<file path="config.mk">
export PLATFORM = sky130hd
export DESIGN_NAME = ble_advert_id_filter_table_core_flat
export DESIGN_NICKNAME = d
export VERILOG_FILES = /design/src/baf_pkg.sv /design/src/baf_in_if.sv /design/src/baf_out_if.sv /design/src/ble_advert_id_filter_table_core.sv /design/src/baf_ram.sv /design/src/flat_wrapper.sv
export VERILOG_INCLUDE_DIRS = /design/src /design/src/src
export SDC_FILE = /design/constraint.sdc
export NUM_CORES = 2
export LEC_CHECK = 0
export BUFFER_PORTS_ARGS = -buffer_cell sky130_fd_sc_hd__buf_2
export CAP_MARGIN = 10
export CORE_MARGIN = 2
export CORE_UTILIZATION = 33
export DETAILED_ROUTE_END_ITERATION = 8
export PLACE_DENSITY_LB_ADDON = 0.1
export SYNTH_ARGS = -nofsm -noshare
export SYNTH_HDL_FRONTEND = slang
export SYNTH_SLANG_ARGS = --single-unit
</file>
<file path="constraint.sdc">
create_clock -name clk -period 11.35 [get_ports clk]
set_input_delay 0.5675 -clock clk [delete_from_list [all_inputs] [get_ports clk]]
set_output_delay 0.5675 -clock clk [all_outputs]
set_load 0.01 [all_outputs]
</file>
<file path="src/ble_advert_id_filter_table_core_macros.svh">
// Assertion helpers
`ifndef BLE_ADVERT_ID_FILTER_TABLE_CORE_MACROS_SVH
`define BLE_ADVERT_ID_FILTER_TABLE_CORE_MACROS_SVH
`define BAF_ASSERT_IMPL(label, clk, rst_n, ante, cons) \
  label: assert property (@(posedge clk) disable iff (!rst_n) (ante) |-> (cons)) \
    else $error("assertion failed");
`define BAF_ASSERT_NEXT(label, clk, rst_n, ante, cons) \
  label: assert property (@(posedge clk) disable iff (!rst_n) (ante) |=> (cons)) \
    else $error("assertion failed");
`endif

</file>
<file path="src/baf_pkg.sv">
`default_nettype none
package baf_pkg;
  typedef enum logic [1:0] {
    ACT_BYTE  = 2'd0,
    ACT_CLEAR = 2'd1,
    ACT_READ  = 2'd2,
    ACT_NONE  = 2'd3
  } action_t;

  typedef enum logic [2:0] {
    PH_LEN  = 3'd0,
    PH_TYPE = 3'd1,
    PH_LOW  = 3'd2,
    PH_HIGH = 3'd3,
    PH_SKIP = 3'd4
  } phase_t;

  typedef enum logic [2:0] {
    ST_IDLE,
    ST_SCAN,
    ST_CHECK,
    ST_WRITE,
    ST_RDWAIT,
    ST_OUT
  } state_t;

  localparam logic [7:0] TYPE_UUID_INC = 8'h02;
  localparam logic [7:0] TYPE_UUID_CMP = 8'h03;
  localparam logic [7:0] TYPE_SVC_DATA = 8'h16;
  localparam logic [7:0] TYPE_MFR_DATA = 8'hFF;

  localparam int TABLE_ENTRIES = 32;
  localparam int REC_W = 74;

  typedef struct packed {
    logic [7:0]  strength;
    logic [15:0] id;
    logic [31:0] time_ms;
    logic [15:0] hits;
    logic [1:0]  kind;
  } rec_t;

  function automatic logic denied_id(input logic [15:0] id);
    return id == 16'hFD5A || id == 16'hFD69 || id == 16'h004C ||
           id == 16'h0006 || id == 16'hFEF3;
  endfunction

  function automatic logic [1:0] known_prio(input logic [15:0] id);
    logic [1:0] p;
    p = 2'd0;
    case (id)
      16'h0D53: p = 2'd3;
      16'h058E, 16'hFD5F: p = 2'd2;
      16'hFEB7, 16'hFEB8, 16'h01AB: p = 2'd1;
      default: p = 2'd0;
    endcase
    return p;
  endfunction
endpackage
`default_nettype wire

</file>
<file path="src/baf_in_if.sv">
`default_nettype none
interface baf_in_if;
  logic        valid;
  logic        ready;
  logic [1:0]  action;
  logic [7:0]  adv_byte;
  logic        last_byte;
  logic [47:0] device_mac;
  logic signed [7:0] signal_strength;
  logic [1:0]  address_kind;
  logic [31:0] time_ms;
  logic [4:0]  entry_select;
  modport source (output valid, action, adv_byte, last_byte, device_mac, signal_strength,
                  address_kind, time_ms, entry_select, input ready);
  modport sink (input valid, action, adv_byte, last_byte, device_mac, signal_strength,
                address_kind, time_ms, entry_select, output ready);
endinterface
`default_nettype wire

</file>
<file path="src/baf_out_if.sv">
`default_nettype none
interface baf_out_if;
  logic        valid;
  logic        ready;
  logic        is_target;
  logic [15:0] winning_id;
  logic        stored;
  logic [4:0]  slot;
  logic [5:0]  entries_used;
  logic        entry_valid;
  logic [47:0] entry_mac;
  logic signed [7:0] entry_strength;
  logic [15:0] entry_id;
  logic [31:0] entry_time;
  logic [15:0] entry_hits;
  logic [1:0]  entry_kind;
  modport source (output valid, is_target, winning_id, stored, slot, entries_used,
                  entry_valid, entry_mac, entry_strength, entry_id, entry_time,
                  entry_hits, entry_kind, input ready);
  modport sink (input valid, is_target, winning_id, stored, slot, entries_used,
                entry_valid, entry_mac, entry_strength, entry_id, entry_time,
                entry_hits, entry_kind, output ready);
endinterface
`default_nettype wire

</file>
<file path="src/ble_advert_id_filter_table_core.sv">
// Channel | Dir | Transaction
// in_     | in  | advert byte, clear, or read request
// out_    | out | classification result (last byte) or table entry (read)
// Advert bytes and clears give no result; a last byte without a target shows its result
// the cycle after accept. A read passes ST_RDWAIT and ST_OUT before its result shows.
// A last byte with a target scans the MAC memory one entry per cycle through its single
// read port up to a match or the fill count, then writes in ST_WRITE unless the table is full.
// Reset is synchronous; the table memories are not cleared, a fill count marks valid entries.
// in_ready is low while a result waits in the output register or a lookup or read runs.
`default_nettype none
module ble_advert_id_filter_table_core
  import baf_pkg::*;
#(
  parameter int MAX_ADVERT_BYTES = 62
) (
  input wire logic clk,
  input wire logic rst_n,
  baf_in_if.sink   in_ch,
  baf_out_if.source out_ch
);
`include "ble_advert_id_filter_table_core_macros.svh"
  localparam int AW = $clog2(TABLE_ENTRIES);
  localparam int CW = $clog2(TABLE_ENTRIES + 1);
  localparam int OW = $clog2(MAX_ADVERT_BYTES + 1);

  state_t st_r, st_nxt;
  logic [OW-1:0] off_r, off_nxt;
  logic [7:0] left_r, left_nxt, stype_r, stype_nxt, low_r, low_nxt;
  phase_t ph_r, ph_nxt;
  logic stop_r, stop_nxt;
  logic [1:0] pf_r, pf_nxt, cf_r, cf_nxt;
  logic [17:0] pb_r, pb_nxt, cb_r, cb_nxt;
  logic [CW-1:0] cnt_r, cnt_nxt;
  logic [CW-1:0] idx_r, idx_nxt;
  logic [47:0] mac_r, mac_nxt;
  rec_t newrec_r, newrec_nxt;
  logic [15:0] win_r, win_nxt;
  logic isnew_r, isnew_nxt;
  logic ov_r, ov_nxt;
  logic o_tgt_r, o_tgt_nxt, o_sto_r, o_sto_nxt, o_ev_r, o_ev_nxt;
  logic [15:0] o_win_r, o_win_nxt;
  logic [4:0] o_slot_r, o_slot_nxt;
  logic [5:0] o_used_r, o_used_nxt;
  logic [47:0] o_mac_r, o_mac_nxt;
  rec_t o_rec_r, o_rec_nxt;

  logic m_we, r_we;
  logic [AW-1:0] m_wa, m_ra, r_ra;
  logic [47:0] m_rd;
  logic [REC_W-1:0] r_rd;
  rec_t r_wd, r_rec;

  assign r_rec = rec_t'(r_rd);

  baf_ram #(.WIDTH(48), .DEPTH(TABLE_ENTRIES)) u_mac (
    .clk(clk), .we(m_we), .waddr(m_wa), .wdata(mac_r), .raddr(m_ra), .rdata(m_rd));
  baf_ram #(.WIDTH(REC_W), .DEPTH(TABLE_ENTRIES)) u_rec (
    .clk(clk), .we(r_we), .waddr(m_wa), .wdata(r_wd), .raddr(r_ra), .rdata(r_rd));

  logic acc;
  assign acc = in_ch.valid && in_ch.ready;
  assign in_ch.ready = (st_r == ST_IDLE) && !ov_r;

  assign out_ch.valid = ov_r;
  assign out_ch.is_target = o_tgt_r;
  assign out_ch.winning_id = o_win_r;
  assign out_ch.stored = o_sto_r;
  assign out_ch.slot = o_slot_r;
  assign out_ch.entries_used = o_used_r;
  assign out_ch.entry_valid = o_ev_r;
  assign out_ch.entry_mac = o_mac_r;
  assign out_ch.entry_strength = o_rec_r.strength;
  assign out_ch.entry_id = o_rec_r.id;
  assign out_ch.entry_time = o_rec_r.time_ms;
  assign out_ch.entry_hits = o_rec_r.hits;
  assign out_ch.entry_kind = o_rec_r.kind;

  always_comb begin
    logic [7:0] b;
    logic [7:0] left_dec;
    logic [15:0] id;
    logic [1:0] p;
    logic [1:0] pf_t, cf_t;
    logic [17:0] pb_t, cb_t;
    b = in_ch.adv_byte;
    left_dec = left_r - 8'd1;
    id = {b, low_r};
    p = known_prio(id);
    pf_t = pf_r; pb_t = pb_r; cf_t = cf_r; cb_t = cb_r;
    st_nxt = st_r;
    off_nxt = off_r; left_nxt = left_r; stype_nxt = stype_r; low_nxt = low_r;
    ph_nxt = ph_r; stop_nxt = stop_r; pf_nxt = pf_r; pb_nxt = pb_r;
    cf_nxt = cf_r; cb_nxt = cb_r; cnt_nxt = cnt_r; idx_nxt = idx_r;
    mac_nxt = mac_r; newrec_nxt = newrec_r; win_nxt = win_r; isnew_nxt = isnew_r;
    ov_nxt = ov_r && !out_ch.ready;
    o_tgt_nxt = o_tgt_r; o_sto_nxt = o_sto_r; o_ev_nxt = o_ev_r; o_win_nxt = o_win_r;
    o_slot_nxt = o_slot_r; o_used_nxt = o_used_r; o_mac_nxt = o_mac_r; o_rec_nxt = o_rec_r;
    m_we = 1'b0; r_we = 1'b0;
    m_wa = idx_r[AW-1:0];
    m_ra = idx_r[AW-1:0];
    r_ra = idx_r[AW-1:0];
    r_wd = newrec_r;
    unique case (st_r)
      ST_IDLE: begin
        r_ra = in_ch.entry_select[AW-1:0];
        if (acc) begin
          unique case (action_t'(in_ch.action))
            ACT_CLEAR: cnt_nxt = '0;
            ACT_READ: begin
              o_tgt_nxt = 1'b0; o_win_nxt = '0; o_sto_nxt = 1'b0;
              o_slot_nxt = in_ch.entry_select;
              o_used_nxt = 6'(cnt_r);
              o_ev_nxt = (CW'(in_ch.entry_select) < cnt_r);
              idx_nxt = CW'(in_ch.entry_select);
              st_nxt = ST_RDWAIT;
            end
            ACT_BYTE: begin
              if (!stop_r && (32'(off_r) < MAX_ADVERT_BYTES)) begin
                off_nxt = off_r + OW'(1);
                if (ph_r == PH_LEN) begin
                  if (b == 8'd0) stop_nxt = 1'b1;
                  else begin left_nxt = b; ph_nxt = PH_TYPE; end
                end else begin
                  left_nxt = left_dec;
                  unique case (ph_r)
                    PH_TYPE: begin
                      stype_nxt = b;
                      ph_nxt = (b == TYPE_MFR_DATA || b == TYPE_SVC_DATA ||
                                b == TYPE_UUID_INC || b == TYPE_UUID_CMP) ? PH_LOW : PH_SKIP;
                    end
                    PH_LOW: begin low_nxt = b; ph_nxt = PH_HIGH; end
                    PH_HIGH: begin
                      if (denied_id(id)) pf_t = pf_t | 2'b10;
                      else if (p != 2'd0) begin
                        pf_t = pf_t | 2'b01;
                        if (p > pb_t[17:16]) pb_t = {p, id};
                      end
                      ph_nxt = (stype_r == TYPE_UUID_INC || stype_r == TYPE_UUID_CMP) ?
                               PH_LOW : PH_SKIP;
                    end
                    default: ;
                  endcase
                  pf_nxt = pf_t; pb_nxt = pb_t;
                  if (left_dec == 8'd0) begin
                    cf_t = cf_r | pf_t;
                    if (pb_t[17:16] > cb_r[17:16]) cb_t = pb_t;
                    cf_nxt = cf_t; cb_nxt = cb_t;
                    pf_nxt = '0; pb_nxt = '0;
                    ph_nxt = PH_LEN;
                  end
                end
              end
              if (in_ch.last_byte) begin
                off_nxt = '0; left_nxt = '0; stype_nxt = '0; low_nxt = '0;
                ph_nxt = PH_LEN; stop_nxt = 1'b0; pf_nxt = '0; pb_nxt = '0;
                cf_nxt = '0; cb_nxt = '0;
                o_win_nxt = '0; o_tgt_nxt = 1'b0; o_sto_nxt = 1'b0;
                o_slot_nxt = '0; o_ev_nxt = 1'b0; o_mac_nxt = '0; o_rec_nxt = '0;
                o_used_nxt = 6'(cnt_r);
                if (cf_t[0] && !cf_t[1]) begin
                  win_nxt = cb_t[15:0];
                  mac_nxt = in_ch.device_mac;
                  newrec_nxt.strength = in_ch.signal_strength;
                  newrec_nxt.id = cb_t[15:0];
                  newrec_nxt.time_ms = in_ch.time_ms;
                  newrec_nxt.hits = 16'd1;
                  newrec_nxt.kind = in_ch.address_kind;
                  idx_nxt = '0;
                  st_nxt = ST_SCAN;
                end else ov_nxt = 1'b1;
              end
            end
            default: ;
          endcase
        end
      end
      ST_SCAN: begin
        if (idx_r >= cnt_r) begin
          isnew_nxt = 1'b1;
          st_nxt = ST_WRITE;
        end else st_nxt = ST_CHECK;
      end
      ST_CHECK: begin
        if (m_rd == mac_r) begin
          isnew_nxt = 1'b0;
          st_nxt = ST_WRITE;
        end else begin
          idx_nxt = idx_r + CW'(1);
          m_ra = AW'(idx_r + CW'(1));
          r_ra = AW'(idx_r + CW'(1));
          if (idx_r + CW'(1) >= cnt_r) begin
            isnew_nxt = 1'b1;
            st_nxt = ST_WRITE;
          end
        end
      end
      ST_WRITE: begin
        o_tgt_nxt = 1'b1; o_win_nxt = win_r;
        if (isnew_r && (32'(cnt_r) >= TABLE_ENTRIES)) begin
          o_used_nxt = 6'(cnt_r);
        end else begin
          r_wd.hits = isnew_r ? 16'd1 :
                      ((r_rec.hits == 16'hFFFF) ? 16'hFFFF : r_rec.hits + 16'd1);
          r_we = 1'b1;
          m_we = isnew_r;
          if (isnew_r) cnt_nxt = cnt_r + CW'(1);
          o_used_nxt = 6'(isnew_r ? cnt_r + CW'(1) : cnt_r);
          o_sto_nxt = 1'b1; o_ev_nxt = 1'b1;
          o_slot_nxt = 5'(idx_r[AW-1:0]);
          o_mac_nxt = mac_r; o_rec_nxt = r_wd;
        end
        ov_nxt = 1'b1;
        st_nxt = ST_IDLE;
      end
      ST_RDWAIT: begin
        m_ra = idx_r[AW-1:0];
        st_nxt = ST_OUT;
      end
      ST_OUT: begin
        if (o_ev_r) begin
          o_mac_nxt = m_rd; o_rec_nxt = r_rec;
        end else begin
          o_mac_nxt = '0; o_rec_nxt = '0;
        end
        ov_nxt = 1'b1;
        st_nxt = ST_IDLE;
      end
      default: st_nxt = ST_IDLE;
    endcase
  end

  always_ff @(posedge clk) begin
    if (!rst_n) begin
      st_r <= ST_IDLE; off_r <= '0; left_r <= '0; stype_r <= '0; low_r <= '0;
      ph_r <= PH_LEN; stop_r <= 1'b0; pf_r <= '0; pb_r <= '0; cf_r <= '0; cb_r <= '0;
      cnt_r <= '0; ov_r <= 1'b0;
    end else begin
      st_r <= st_nxt; off_r <= off_nxt; left_r <= left_nxt; stype_r <= stype_nxt;
      low_r <= low_nxt; ph_r <= ph_nxt; stop_r <= stop_nxt; pf_r <= pf_nxt;
      pb_r <= pb_nxt; cf_r <= cf_nxt; cb_r <= cb_nxt; cnt_r <= cnt_nxt; ov_r <= ov_nxt;
    end
    idx_r <= idx_nxt; mac_r <= mac_nxt; newrec_r <= newrec_nxt; win_r <= win_nxt;
    isnew_r <= isnew_nxt; o_tgt_r <= o_tgt_nxt; o_sto_r <= o_sto_nxt; o_ev_r <= o_ev_nxt;
    o_win_r <= o_win_nxt; o_slot_r <= o_slot_nxt; o_used_r <= o_used_nxt;
    o_mac_r <= o_mac_nxt; o_rec_r <= o_rec_nxt;
  end

  `BAF_ASSERT_IMPL(a_cnt_range, clk, rst_n, 1'b1, 32'(cnt_r) <= TABLE_ENTRIES)
  `BAF_ASSERT_IMPL(a_busy_no_ready, clk, rst_n, st_r != ST_IDLE, !in_ch.ready)
  `BAF_ASSERT_IMPL(a_stored_target, clk, rst_n, ov_r && o_sto_r, o_tgt_r && o_ev_r)
  `BAF_ASSERT_NEXT(a_write_out, clk, rst_n, st_r == ST_WRITE, ov_r && st_r == ST_IDLE)
endmodule
`default_nettype wire

</file>
<file path="src/baf_ram.sv">
`default_nettype none
module baf_ram #(
  parameter int WIDTH = 8,
  parameter int DEPTH = 32
) (
  input  wire logic                     clk,
  input  wire logic                     we,
  input  wire logic [$clog2(DEPTH)-1:0] waddr,
  input  wire logic [WIDTH-1:0]         wdata,
  input  wire logic [$clog2(DEPTH)-1:0] raddr,
  output logic      [WIDTH-1:0]         rdata
);
  logic [WIDTH-1:0] mem [DEPTH];
  always_ff @(posedge clk) begin
    if (we) mem[waddr] <= wdata;
    rdata <= mem[raddr];
  end
endmodule
`default_nettype wire

</file>
<file path="src/flat_wrapper.sv">
// flat-port wrapper written by rule: the top's interface ports become plain ports
module ble_advert_id_filter_table_core_flat import baf_pkg::*;
#(
  parameter int MAX_ADVERT_BYTES = 62
)
  (clk, rst_n, in_ch_valid, in_ch_action, in_ch_adv_byte, in_ch_last_byte, in_ch_device_mac, in_ch_signal_strength, in_ch_address_kind, in_ch_time_ms, in_ch_entry_select, in_ch_ready, out_ch_valid, out_ch_is_target, out_ch_winning_id, out_ch_stored, out_ch_slot, out_ch_entries_used, out_ch_entry_valid, out_ch_entry_mac, out_ch_entry_strength, out_ch_entry_id, out_ch_entry_time, out_ch_entry_hits, out_ch_entry_kind, out_ch_ready);
  baf_in_if in_ch_i ();
  baf_out_if out_ch_i ();
  input wire logic clk;
  input wire logic rst_n;
  input wire logic [$bits(in_ch_i.valid)-1:0] in_ch_valid;
  input wire logic [$bits(in_ch_i.action)-1:0] in_ch_action;
  input wire logic [$bits(in_ch_i.adv_byte)-1:0] in_ch_adv_byte;
  input wire logic [$bits(in_ch_i.last_byte)-1:0] in_ch_last_byte;
  input wire logic [$bits(in_ch_i.device_mac)-1:0] in_ch_device_mac;
  input wire logic [$bits(in_ch_i.signal_strength)-1:0] in_ch_signal_strength;
  input wire logic [$bits(in_ch_i.address_kind)-1:0] in_ch_address_kind;
  input wire logic [$bits(in_ch_i.time_ms)-1:0] in_ch_time_ms;
  input wire logic [$bits(in_ch_i.entry_select)-1:0] in_ch_entry_select;
  output wire logic [$bits(in_ch_i.ready)-1:0] in_ch_ready;
  output wire logic [$bits(out_ch_i.valid)-1:0] out_ch_valid;
  output wire logic [$bits(out_ch_i.is_target)-1:0] out_ch_is_target;
  output wire logic [$bits(out_ch_i.winning_id)-1:0] out_ch_winning_id;
  output wire logic [$bits(out_ch_i.stored)-1:0] out_ch_stored;
  output wire logic [$bits(out_ch_i.slot)-1:0] out_ch_slot;
  output wire logic [$bits(out_ch_i.entries_used)-1:0] out_ch_entries_used;
  output wire logic [$bits(out_ch_i.entry_valid)-1:0] out_ch_entry_valid;
  output wire logic [$bits(out_ch_i.entry_mac)-1:0] out_ch_entry_mac;
  output wire logic [$bits(out_ch_i.entry_strength)-1:0] out_ch_entry_strength;
  output wire logic [$bits(out_ch_i.entry_id)-1:0] out_ch_entry_id;
  output wire logic [$bits(out_ch_i.entry_time)-1:0] out_ch_entry_time;
  output wire logic [$bits(out_ch_i.entry_hits)-1:0] out_ch_entry_hits;
  output wire logic [$bits(out_ch_i.entry_kind)-1:0] out_ch_entry_kind;
  input wire logic [$bits(out_ch_i.ready)-1:0] out_ch_ready;
  assign in_ch_i.valid = in_ch_valid;
  assign in_ch_i.action = in_ch_action;
  assign in_ch_i.adv_byte = in_ch_adv_byte;
  assign in_ch_i.last_byte = in_ch_last_byte;
  assign in_ch_i.device_mac = in_ch_device_mac;
  assign in_ch_i.signal_strength = in_ch_signal_strength;
  assign in_ch_i.address_kind = in_ch_address_kind;
  assign in_ch_i.time_ms = in_ch_time_ms;
  assign in_ch_i.entry_select = in_ch_entry_select;
  assign in_ch_ready = in_ch_i.ready;
  assign out_ch_valid = out_ch_i.valid;
  assign out_ch_is_target = out_ch_i.is_target;
  assign out_ch_winning_id = out_ch_i.winning_id;
  assign out_ch_stored = out_ch_i.stored;
  assign out_ch_slot = out_ch_i.slot;
  assign out_ch_entries_used = out_ch_i.entries_used;
  assign out_ch_entry_valid = out_ch_i.entry_valid;
  assign out_ch_entry_mac = out_ch_i.entry_mac;
  assign out_ch_entry_strength = out_ch_i.entry_strength;
  assign out_ch_entry_id = out_ch_i.entry_id;
  assign out_ch_entry_time = out_ch_i.entry_time;
  assign out_ch_entry_hits = out_ch_i.entry_hits;
  assign out_ch_entry_kind = out_ch_i.entry_kind;
  assign out_ch_i.ready = out_ch_ready;
  ble_advert_id_filter_table_core #(.MAX_ADVERT_BYTES(MAX_ADVERT_BYTES)) u_core (.clk(clk), .rst_n(rst_n), .in_ch(in_ch_i), .out_ch(out_ch_i));
endmodule
</file>
## Word level (Yosys, flattened, before mapping)

Memory sizes are Yosys's and may differ from the RTL's. A register that Yosys moved wholly into a read port is not among the register bits.
Cells that the tools add are included.
Widths: inputs -> output; s select.

| storage, ports and cells | value |
|---|---|
| flip-flop bits (word level) | 349 |
| memory bits (writable) | 3904 |
| bits of input ports | 110 |
| output and inout bits | 154 |
| word-level logic and storage cells | 287 |
| memories kept | 2 |

Memory list:

| memory | words | bits a word | rd ports | clocked after Yosys merged registers in | wr ports | line | text |
|---|---|---|---|---|---|---|---|
| u_core.u_rec.mem | 32 | 74 | 1 | 1 | 1 | baf_ram.sv:13 | `logic [WIDTH-1:0] mem [DEPTH];` |
| u_core.u_mac.mem | 32 | 48 | 1 | 1 | 1 | baf_ram.sv:13 |  |

| operators by class | value |
|---|---|
| add/sub/neg operators | 5 |
| order comparisons | 7 |
| equality and inequality tests | 42 |
| multiplexer cells | 141 |
| bitwise logic cells | 1 |
| reduce and logical (&&, ||, !) cells | 56 |

Operator list:

| operator | count |
|---|---|
| $mux 74 | 5 |
| $mux 18 | 18 |
| $mux 48 | 5 |
| $pmux 74 s3 | 1 |
| $pmux 48 s3 | 1 |
| $eq 16x16->1 const B | 7 |
| $mux 16 | 6 |
| $mux 8 | 12 |
| $mux 6 | 12 |
| $pmux 16 s2 | 2 |
| $pmux 6 s2 | 5 |
| $eq 48x48->1 | 1 |
| $mux 2 | 18 |
| $mux 3 | 12 |
| $eq 8x2->1 const B | 4 |
| $pmux 5 s2 | 3 |
| $reduce_and 5->1 | 6 |
| $reduce_and 6->1 | 5 |
| $mux 1 | 25 |
| $mux 5 | 5 |
| $reduce_bool 2->1 | 11 |
| $add 6x1->6 const B | 3 |
| $add 16x1->16 const B | 1 |
| $eq 16x11->1 const B | 1 |
| other kinds (40) | 83 |

## Longest topological paths before layout

| logic depth | value |
|---|---|
| word-level depth | 26 |
| mapped depth | 24 |
| depth with buffers taken out | 21 |

## Modules after synthesis

A second synthesis with hierarchy kept.

| second synthesis, totals | value |
|---|---|
| cell total of the unflattened synthesis | 8978 |
| area total of the unflattened synthesis | 167843.5 um2 |

Modules (own cells, without submodules):

| module | instances | cells each | area an instance (um2) | seq. area each (um2) |
|---|---|---|---|---|
| baf_ram (u_core.u_rec) | 1 | 4349 | 91524.0 | 72589.6 |
| baf_ram (u_core.u_mac) | 1 | 3364 | 60724.5 | 47085.2 |
| ble_advert_id_filter_table_core | 1 | 1265 | 15595.0 | 9619.2 |

## Least setup slack after synthesis

OpenSTA, ideal clock, no wires.

| timing path | value |
|---|---|
| kind | input to register |
| start point | input port in_ch_last_byte |
| end point | register u_core.o_rec_r, in the netlist u_core.out_ch.entry_hits[0], enable pin |
| setup time | 0.643 ns |
| arrival | 7.382 ns |
| required time | 10.707 ns |
| slack | 3.325 ns |
| stages on the path | 5 |
| path buffers | 3 |
| cell sequence | clkbuf_1 clkbuf_1 buf_1 a311oi_1 a21oi_1 |

| between the ends | value |
|---|---|
| cells in the longest elaborated chain, start to end | 2 |

RTL lines:

| element | line | text |
|---|---|---|
| start: declaration | flat_wrapper.sv:14 | `input wire logic [$bits(in_ch_i.last_byte)-1:0] in_ch_last_byte;` |
| $ne 2x2->1 (no source line) | n/a |  |
| $reduce_and 5->1 (no source line) | n/a |  |
| end signal: assignment | ble_advert_id_filter_table_core.sv:245 | `o_mac_r <= o_mac_nxt; o_rec_r <= o_rec_nxt;` |
| end: declaration | ble_advert_id_filter_table_core.sv:45 | `rec_t o_rec_r, o_rec_nxt;` |

Every way passes these cells.
A chain may end at the register's enable or synchronous reset.

## Final worst setup path

| timing path | value |
|---|---|
| start point | register u_core.mac_r[13] |
| end point | register u_core.u_rec.rdata[28], read port of u_core.u_rec.mem |

| between the ends | value |
|---|---|
| cells in the longest elaborated chain, start to end | 3 |

RTL lines:

| element | line | text |
|---|---|---|
| start: declaration | ble_advert_id_filter_table_core.sv:35 | `logic [47:0] mac_r, mac_nxt;` |
| start signal: assignment | ble_advert_id_filter_table_core.sv:242 | `idx_r <= idx_nxt; mac_r <= mac_nxt; newrec_r <= newrec_nxt; win_r <= win_nxt;` |
| $eq 48x48->1 | ble_advert_id_filter_table_core.sv:184 | `if (m_rd == mac_r) begin` |
| $mux 5 | ble_advert_id_filter_table_core.sv:184 |  |
| $pmux 5 s2 | ble_advert_id_filter_table_core.sv:103 | `unique case (st_r)` |
| end: declaration | baf_ram.sv:11 | `output logic [WIDTH-1:0] rdata` |

Every way passes these cells.

==> results.tsv <==
metric	value	unit
clock sinks	4374	
cell class contributing the biggest share of worst-path delay	buffers and inverters	
clk slew on worst S/H paths	60	ps
PwrDens	198.2	nW/um^2
Worst Hold Depth	4	
R2R Setup Slk	4650	ps
maximum number of pins on one net before global-route repair	145	
RR Startpoint	u_core.mac_r[13]	
Worst slew margin	15.09	%
Final Net Count	9214	
Mapped Nets	8597	
root buffer cell	clkbuf_16	
RR Endpoint	u_core.u_rec.rdata[28]	
synthesized flop and latch total	4374	
outcome	complete, no violations	
kind of critical path	reg -> reg	
synth warn	0	
most frequent cells in the layout	4,169 x edfxtp_1, 835 x mux2i_1, 481 x o22ai_1	
fin crit share	59.03	%
Critical Path Stages	12	
share of post-route cells with drive strength above 1	23.55	%
Crit path largest cell delay	860	ps
drt via density	5.307	
sequential share of the synthesized area	77.11	%
number of post-CTS setup repair buffers	0	
hold crit path type	in -> reg	
die area	513800	sq um
H-tree Lvls	5	
maximum fanout along the worst path	58	
CP Launch Type	flip-flop	
vias in the first global route	88160	
detailed-route DRC error count	0	
post-route ant nets	0	
ys flop type	edfxtp_1	
router iterations before antenna repair	7	
CP Capture Type	flip-flop	
Pins Over Slew Limit	0	
syn_area_per_cell	19.83	sq um
Synth cell types	78	
all-layer global routing usage	20.02	%
Slowest-stage cell, CP	buf_4	
Pleak	0.06341	uW
I/O pin cnt	264	
clk buf depth	4	
# setup viols final	0	
top post-synthesis cells by area	edfxtp_1 75%, mux4_2 5.9%, mux2i_1 5.0%, mux2_2 2.6%, dfxtp_1 2.4%	
post-detail-place hpwl	262200	microns
Core Footprint	505500	sq um
Rows	261	
die width	716.8	microns
crit path time final	6700	ps
CTS tree	yes	
Post-CTS Resized	0	
final hold violation count	0	
Max VDD drop	0.1442	mV
first-pass GRT wire length	720800	microns
Finished Layout Cells	16210	
cells after synthesis	8456	
I/O Buffers	263	
Max Cap Viol	0	
Setup Skew	103.6	ps
global placer's final weighted congestion	0.7509	
total grt overflow	0	
CP bufs+invs	4	
asr flop ratio synth	0	%
Hold Path End	u_core.cnt_r[4]	
initial antenna violation count	40	
Tightest Pin Transition	1271	ps
Worst Reg2Reg Path Length in Cells	12	
number of synthesized flops with an enable pin	4169	
Critical Path, Cell by Cell	buf_4 -> xnor2_1 -> nand4_1 -> or4_1 -> nor3_2 -> buf_6 -> a221o_4 -> buf_4 -> buf_4 -> mux4_2 -> o22ai_1 -> nor4_2	
DRT iter0 DRCs	7577	
area growth from synthesis to layout	16.12	%
Final TNS setup	0	ps
Netlist Area Pre-Place	167700	sq um
Post-Place Cells	15190	
Initial Utilization	33.17	%
beginning of the worst hold path	in_ch_action[0]	
Critical Path AT	7610	ps
post-synth top area cell	edfxtp_1	
fmax	0.1493	GHz
RSZ-0062 raised after global routing	no	
Post-CTS Hold Fix Bufs	104	
Critical Path RT	12260	ps
drt total wl	527000	microns
Die Y	716.8	microns
share of the synthesized area in the top cell type	74.66	%
CP most frequent cell	buf_4	
vias	86050	
most common cell after layout, fill and taps aside	edfxtp_1	
CTS buffer count	472	
drt wl/cell	32.51	microns
Clock Latency Late Sink	1050	ps
-- cell families after synthesis --
family | share of synthesized area, %
DFF | 77.11
buffers and inverters | 1.535
adders and majority gates | 0.2313
muxes | 13.55
AOI/OAI and AO/OA | 5.207
and+or+nand+nor | 1.965
xor gates and xnor gates | 0.4022
-- cells in the mapped netlist, types with 14 or more instances --
library cell	number
nor2_1	135
edfxtp_1	4169
nand2_1	108
dfxtp_1	205
nor4_2	73
a21o_1	43
a211o_1	14
nor3_1	21
clkbuf_1	219
o2111a_1	49
xor2_1	14
nand2b_1	17
mux2i_1	835
buf_2	161
ha_1	31
a21oi_1	58
mux4_2	442
a31oi_1	15
buf_1	14
a22o_1	236
o21ai_1	43
and2_1	24
nor2b_1	49
a22oi_1	36
mux2_2	389
o21ai_0	142
nand3_1	32
nand4_1	24
xnor2_1	63
buf_4	66
inv_1	27
o22ai_1	481
a221oi_1	48
buf_6	26
a21boi_1	16
-- registers in the layout, summed over array words and instances (netlist names), 8 cells and up --
signal / flops
u_core.mac_r: 48
u_core.out_ch.entry_id: 16
u_core.out_ch.entry_time: 32
u_core.cb_r: 18
u_core.out_ch.winning_id: 16
u_core.left_r: 8
u_core.pb_r: 18
u_core.out_ch.entry_mac: 48
u_core.u_rec.mem: 2368
u_core.u_mac.rdata: 48
u_core.u_mac.mem: 1536
u_core.out_ch.entry_hits: 16
u_core.newrec_r: 58
u_core.low_r: 8
u_core.out_ch.entry_strength: 8
u_core.u_rec.rdata: 74
-- final cells by class --
type | instances | area (sq um)
Clock buffer | 638 | 12950
Antenna cell | 16 | 40.04
Fill cell | 45760 | 310800
Inverter | 28 | 112.6
Multi-Input combinational cell | 3568 | 36650
Timing Repair Buffer | 629 | 4723
Tap cell | 6706 | 8391
Sequential cell | 4374 | 129300
Clock inverter | 253 | 2539
-- how the worst max path moves through the flow --
stage / to / from / slack [ps]
2_1_floorplan: u_core.out_ch.entry_hits[0] / in_ch_last_byte / 3330
3_3_place_gp: u_core.u_rec.rdata[23] / u_core.mac_r[13] / 3870
3_5_place_dp: u_core.u_rec.rdata[24] / u_core.mac_r[13] / 3980
4_1_cts: u_core.u_rec.rdata[14] / u_core.mac_r[13] / 4020
5_1_grt: u_core.u_rec.rdata[27] / u_core.mac_r[13] / 4570
6_report: u_core.u_rec.rdata[28] / u_core.mac_r[13] / 4650
-- power by group --
part	leakage [uW]	switching [uW]	total [uW]	internal, uW
Sequential	0.0398	275	18000	17700
Combinational	0.0161	3110	5220	2120
Clock	0.00754	6450	15400	8910
-- worst min-delay path: stages --
cell and delay (ps):
buf_2 110, nand2b_1 70, a21oi_1 150, a21oi_1 150
-- per-stage QoR --
step | instance area, sq um | hold slack (ps) | util [%] | power [uW] | setup WS [ps]
global route | 194700 | 45.95 | 38.51 | 39880 | 4566
global placement | 178000 | 436.8 | 35.21 | 23640 | 3869
CTS | 194500 | 11.39 | 38.48 | 39080 | 4023
floorplan | 167700 | 428.6 | - | 21840 | 3325
detailed placement | 178000 | 443.2 | 35.21 | 23630 | 3976
finish | 194700 | 106.6 | 38.51 | 38580 | 4650
-- metal layers --
layer / up-vias / routed length [microns] / global-route usage [%]
met5: - / 39 / 0
met4: 6 / 13410 / 4.916
met3: 705 / 20870 / 2.083
met2: 2105 / 267800 / 35.47
met1: 47030 / 224800 / 26.34
li1: 36200 / - / -
(Power assumes the default switching activity.)
